==> src/sv/mtr_pkg.sv <==
// Shared constants, types and helpers for the modulated threshold RK4 step unit.
package mtr_pkg;

  localparam int SIG_TABLE_BITS = 10;
  localparam int SIG_DEPTH      = 1 << SIG_TABLE_BITS;
  localparam int SIG_SHIFT      = 25 - SIG_TABLE_BITS;

  localparam int MUL_A_W = 33;
  localparam int MUL_B_W = 32;
  localparam int MUL_P_W = MUL_A_W + MUL_B_W;

  typedef logic [23:0] sig_table_t [SIG_DEPTH];

  function automatic logic signed [31:0] sat32(input logic signed [47:0] v);
    logic signed [31:0] r;
    if (v > 48'sd2147483647) begin
      r = 32'sh7FFFFFFF;
    end else if (v < -48'sd2147483648) begin
      r = 32'sh80000000;
    end else begin
      r = v[31:0];
    end
    return r;
  endfunction

  // shift-subtract divide, elaboration only
  function automatic logic [63:0] udiv(input logic [63:0] n, input logic [63:0] d);
    logic [63:0] q;
    logic [63:0] r;
    q = '0;
    r = '0;
    for (int k = 63; k >= 0; k--) begin
      r = {r[62:0], n[k]};
      if (r >= d) begin
        r    = r - d;
        q[k] = 1'b1;
      end
    end
    return q;
  endfunction

  function automatic logic [23:0] sig_entry(input int i);
    logic signed [63:0] u;
    logic [63:0] a;
    logic [63:0] w;
    logic [63:0] term;
    logic signed [63:0] sum;
    logic [63:0] e;
    logic [63:0] d;
    logic [63:0] num;
    logic [63:0] s;
    u    = (64'(i) << SIG_SHIFT) - 64'(1 << 24);
    a    = (u < 0) ? 64'(-u) : 64'(u);
    w    = a << 5;
    term = 64'd1 << 30;
    sum  = 64'sd1 << 30;
    for (int n = 1; n <= 12; n++) begin
      term = udiv((term * w) >> 30, 64'(n));
      if ((n % 2) == 1) begin
        sum = sum - $signed(term);
      end else begin
        sum = sum + $signed(term);
      end
    end
    if (sum < 0) begin
      sum = 0;
    end
    e = 64'(sum);
    for (int n = 0; n < 5; n++) begin
      e = (e * e) >> 30;
    end
    d   = (64'd1 << 30) + e;
    num = (u >= 0) ? (64'd1 << 30) : e;
    s   = udiv((num << 24) + (d >> 1), d);
    if (s > 64'hFFFFFF) begin
      s = 64'hFFFFFF;
    end
    return s[23:0];
  endfunction

  function automatic sig_table_t build_sig_table();
    sig_table_t t;
    for (int i = 0; i < SIG_DEPTH; i++) begin
      t[i] = sig_entry(i);
    end
    return t;
  endfunction

endpackage

==> src/sv/mtr_mul.sv <==
// Shared signed multiplier with registered product.
module mtr_mul (
  input  logic                                 clk_i,
  input  logic signed [mtr_pkg::MUL_A_W-1:0]   a_i,
  input  logic signed [mtr_pkg::MUL_B_W-1:0]   b_i,
  output logic signed [mtr_pkg::MUL_P_W-1:0]   p_o
);

  logic signed [mtr_pkg::MUL_P_W-1:0] p_q;

  always_ff @(posedge clk_i) begin
    p_q <= mtr_pkg::MUL_P_W'(a_i) * mtr_pkg::MUL_P_W'(b_i);
  end

  assign p_o = p_q;

endmodule

==> config.mk <==
export PLATFORM = sky130hd
export DESIGN_NAME = mtr_mul
export DESIGN_NICKNAME = d
export VERILOG_FILES = /design/src/sv/mtr_pkg.sv /design/src/sv/mtr_mul.sv
export SDC_FILE = /design/constraint.sdc
export NUM_CORES = 2
export LEC_CHECK = 0
export BUFFER_PORTS_ARGS = -buffer_cell sky130_fd_sc_hd__buf_2
export CAP_MARGIN = 15
export CORE_UTILIZATION = 55
export DETAILED_ROUTE_END_ITERATION = 6
export PLACE_DENSITY = 0.8
export SYNTH_ARGS = -nofsm -noshare
export SYNTH_HDL_FRONTEND = slang
export SYNTH_SLANG_ARGS = --single-unit
==> constraint.sdc <==
create_clock -name clk_i -period 11.69 [get_ports clk_i]
set_input_delay 1.7535 -clock clk_i [delete_from_list [all_inputs] [get_ports clk_i]]
set_output_delay 1.7535 -clock clk_i [all_outputs]
set_load 0.02 [all_outputs]
-- After elaboration in Yosys (flattened, before gate mapping)
Index checks and enable logic that the tools add are counted.
- flip-flop bits (word level): 65
- input port bits: 66
- output and inout port bits: 65
- logic and storage cells: 2
- $mul: 1
- operator list (cell ; number):
    $mul A33 B32 Y65 ; 1

-- Logic depth before layout (Yosys ltp)
- depth in word-level cells: 1
- gate-level depth with buffers: 29
- gate-level depth less buffers: 27

-- Worst setup path before layout
OpenSTA, ideal clock, no wires.
- path type: input to register
- start: input a_i[32] in the netlist's numbering
- end: register p_q (netlist bit p_o[64])
- path buffers: 1
- arrival: 9.025 ns
- data required time: 11.618 ns
- cell stages on the path: 26
- path slack: 2.593 ns
- cells stage by stage: clkbuf_1 > nand2_1 > inv_1 > fa_1 > inv_1 > fa_1 > inv_1 > fa_1 > fa_1 > inv_1 > fa_1 > inv_1 > fa_1 > inv_1 > fa_1 > inv_1 > fa_1 > ha_1 > and3_1 > and2_1 > a221o_1 > a22o_1 > a31oi_1 > o311ai_1 > o211ai_1 > xnor2_1
- cells in the longest elaborated chain, start to end: 1
- RTL lines (element ; RTL line ; RTL):
    start, declared ; mtr_mul.sv:4 ; input logic signed [mtr_pkg::MUL_A_W-1:0] a_i,
    $mul A33 B32 Y65 ; mtr_mul.sv:12 ; p_q <= mtr_pkg::MUL_P_W'(a_i) * mtr_pkg::MUL_P_W'(b_i);
    end signal, assigned ; mtr_mul.sv:12 ;
    end, declared ; mtr_mul.sv:9 ; logic signed [mtr_pkg::MUL_P_W-1:0] p_q;
Every way passes these cells.

-- Worst setup path after layout
- start: input b_i[8] in the netlist's numbering
- end: register p_q (netlist bit p_o[61])
- cells in the longest elaborated chain, start to end: 1
- RTL lines (element ; RTL line ; RTL):
    start, declared ; mtr_mul.sv:5 ; input logic signed [mtr_pkg::MUL_B_W-1:0] b_i,
    $mul A33 B32 Y65 ; mtr_mul.sv:12 ;
Every way passes these cells.

==> impl_summary.txt <==
----------------------------------------------------
[Outcome]
  Outcome ... finished, final reports clean

[GRT]
  Total track usage ... 0.298
  Number of global-route vias before repair ... approximately 30000
  Number of antenna violations at the first check in global routing ... 4
  Total congestion overflow after global routing ... 0
  Largest net degree at the start of global routing ... 34
  First-pass GRT wire length ... about 160 mm

[Synthesis]
  Number of standard cells after synthesis ... between 4000 and 5000
  Number of library cell types mapped by synthesis ... 55
  Ys Warns ... 0
  Async set-or-reset flop fraction in the synthesized netlist ... 0
  Synthesized netlist net count ... between 5000 and 6000
  Sequential share of the synthesized area ... 0.0340
  Leading cell types by total area after synthesis ... fa_1 58%, inv_1 9.7%, and2_1 8.7%
  Mean area per synthesized cell ... between 9 and 10 sq um
  Synthesized cell area ... between 30000 and 40000 sq um
  Cell type with the highest aggregate area in the netlist ... fa_1
  Count of flip-flops with a built-in enable after synthesis ... 0
  Most instantiated flip-flop cell in the synthesis netlist ... dfxtp_1
  Flip-flop and latch count after synthesis ... 65
  Synth top area share ... 0.582

[Clock network]
  Number of clock buffers inserted by TritonCTS ... 9
  Number of resized instances in the post-cts repair step ... 0
  Clk pin slew, worst setup/hold paths ... approximately 0.06 ns
  Longest Clk Path Bufs ... 2
  Clock sink count ... 65
  Clock root buffer master ... clkbuf_16
  Clock tree from TritonCTS ... built
  Count of hold buffers inserted by post-cts repair ... 0
  # H-tree levels ... 3
  Setup repair bufs after CTS ... 0

[Die]
  Cell row count ... between 90 and 100
  Effective utilization at floorplan ... 0.557
  Width of the die ... 266 microns
  Area enclosed by the die boundary ... a little over 70000 sq um
  Chip Height ... ~270 microns
  Area of the core ... 68700 sq um
  IO Pins ... between 100 and 150

[Timing]
  Max-slew headroom at the worst pin ... 0.201
  Final Max Tran Viols ... 0
  Highest achievable clock rate ... 0.0980 GHz
  Final period demand of the worst path ... between 10 and 15 ns
  Worst slew pin tran ... ~1.2 ns
  Final hold violations ... 0
  RSZ-0062 raised after global routing ... no
  Finish-stage setup viols ... 0
  Setup tns final ... 0 ns
  Period Utilization, post-route ... 0.873

[Critical path]
  Crit end category ... register
  Worst setup path class ... in2reg
  Data arrival time at the worst-slack endpoint ... around 10 ns
  Critical path required time ... between 10 and 15 ns
  Critical Path Start Type ... input port
  Worst-path fanout max ... 33

[Placement]
  Dpl hpwl ... between 70 and 80 mm
  Area after DPL ... 39400 sq um
  Final weighted congestion of routability-driven global placement ... slightly above 0.9
  Number of buffer cells added on primary ports ... 130

[Final layout]
  Post-route core utilization ... 0.578
  Most common cell after layout, fill and taps aside ... fa_1
  Area overhead of the layout relative to synthesis ... 3.86%
  Most frequent cells in the layout ... 1112 x fa_1, 989 x inv_1, 536 x nand2_1, 531 x and2_1, 186 x ha_1
  Final std cell area, no fill ... between 30000 and 40000 sq um
  Fraction of final layout cells with drive strength greater than 1 ... 0.0419
  Number of nets in the layout ... 5323
  Number of flip-flops under the largest register name ... 65

[Min path]
  Hold Startpoint ... b_i[0]
  Path type of the worst min-delay path ... in2reg
  Number of cells traversed by the worst hold path ... 2
  End point of the most critical hold path ... p_o[0]$_DFF_P_

[Run]
  Total of max-cap violations ... 0

[Route]
  Number of DRC violations after detailed-routing iteration 0 ... around 2000
  Via-to-Cell Ratio ... 5.50
  Via count of the routed design ... between 20000 and 30000
  Number of remaining DRC errors ... 0
  Antenna-violating nets left ... 0
  Total length of routed wires ... roughly 100 mm
  Detailed-router iteration count before antenna repair ... 5
  Average detailed-routed wire length per instance ... 19.9 microns

----------------------------------------------------
## cells by family after synthesis
kind of cell,synth area share
simple gates,0.154
flops,0.0340
fa+ha+maj,0.643
compound gates,0.0347
xor+xnor,0.0169
buf+inv,0.118
## worst max-delay path by stage
| stage | from | endpoint | cells past startpoint |
|---|---|---|---|
| after floorplan | a_i[32] | p_o[64]$_DFF_P_ | 26 |
| after global placement | b_i[8] | p_o[61]$_DFF_P_ | 26 |
| after detailed placement | b_i[5] | p_o[64]$_DFF_P_ | 26 |
| after CTS | b_i[5] | p_o[64]$_DFF_P_ | 26 |
| after global routing | b_i[5] | p_o[64]$_DFF_P_ | 26 |
| final | b_i[8] | p_o[61]$_DFF_P_ | 26 |
## metrics by stage
step	hold WS [ns]	instances	setup WS, ns
after floorplan	1.88	4014	2.59
after global placement	2.17	4879	1.28
after detailed placement	2.17	4879	1.22
after CTS	1.99	4895	1.61
after global routing	2.05	4895	1.11
final	2.04	4896	1.49
## worst max-delay path, cell delays in order
cell and delay [ns]:
buf_2 0.61, nand2_1 0.17, fa_1 0.57, inv_1 0.05
fa_1 0.44, fa_1 0.50, inv_1 0.05, fa_1 0.48
inv_1 0.06, fa_1 0.50, inv_1 0.05, fa_1 0.52
inv_1 0.05, fa_1 0.49, fa_1 0.42, ha_1 0.34
a21o_1 0.21, a31oi_1 0.23, nor2_1 0.08, a211oi_1 0.52
a21oi_1 0.33, o2111ai_1 0.72, nand2_1 0.25, a2111oi_0 0.65
o41ai_1 0.20, xor2_1 0.17
## cells in the mapped netlist (all sizes together) (2+ instances only)
cell,count
o21a,6
xnor2,47
o2111ai,2
dfxtp,65
nand4,12
a31oi,8
o211ai,4
nor2,47
a21boi,3
nor2b,6
o311ai,3
fa,1112
nand2b,11
nand2,536
xor2,27
a21oi,70
nand3,12
ha,186
and2,531
o21bai,13
a311o,2
o21ai,31
inv,989
a221oi,2
a2111oi,5
and3,8
clkbuf,210
nor3,5
o41ai,2
o31ai,7
a211oi,6
or3,2
a21o,30
## layout make-up
| class | instances | area (sq um) |
|---|---|---|
| repair buffers | 145 | 763 |
| flip-flops and latches | 65 | 1300 |
| multi-input cells | 2749 | 32400 |
| clock buffers | 11 | 233 |
| clock inverters | 5 | 104 |
| inverters | 989 | 3710 |
| fillers | 5734 | 29000 |
| diodes | 1 | 2.50 |
| well taps | 931 | 1160 |
## metal layers
layer	wire (microns)	vias up	global-route usage
met5	34	-	0
met4	6490	6	0.179
met3	8170	330	0.0496
met2	47500	1389	0.490
met1	35300	13900	0.371
li1	-	11300	-
Power is not shown: default switching activity piles up to over one toggle a cycle in this logic, so the estimate is an artifact.
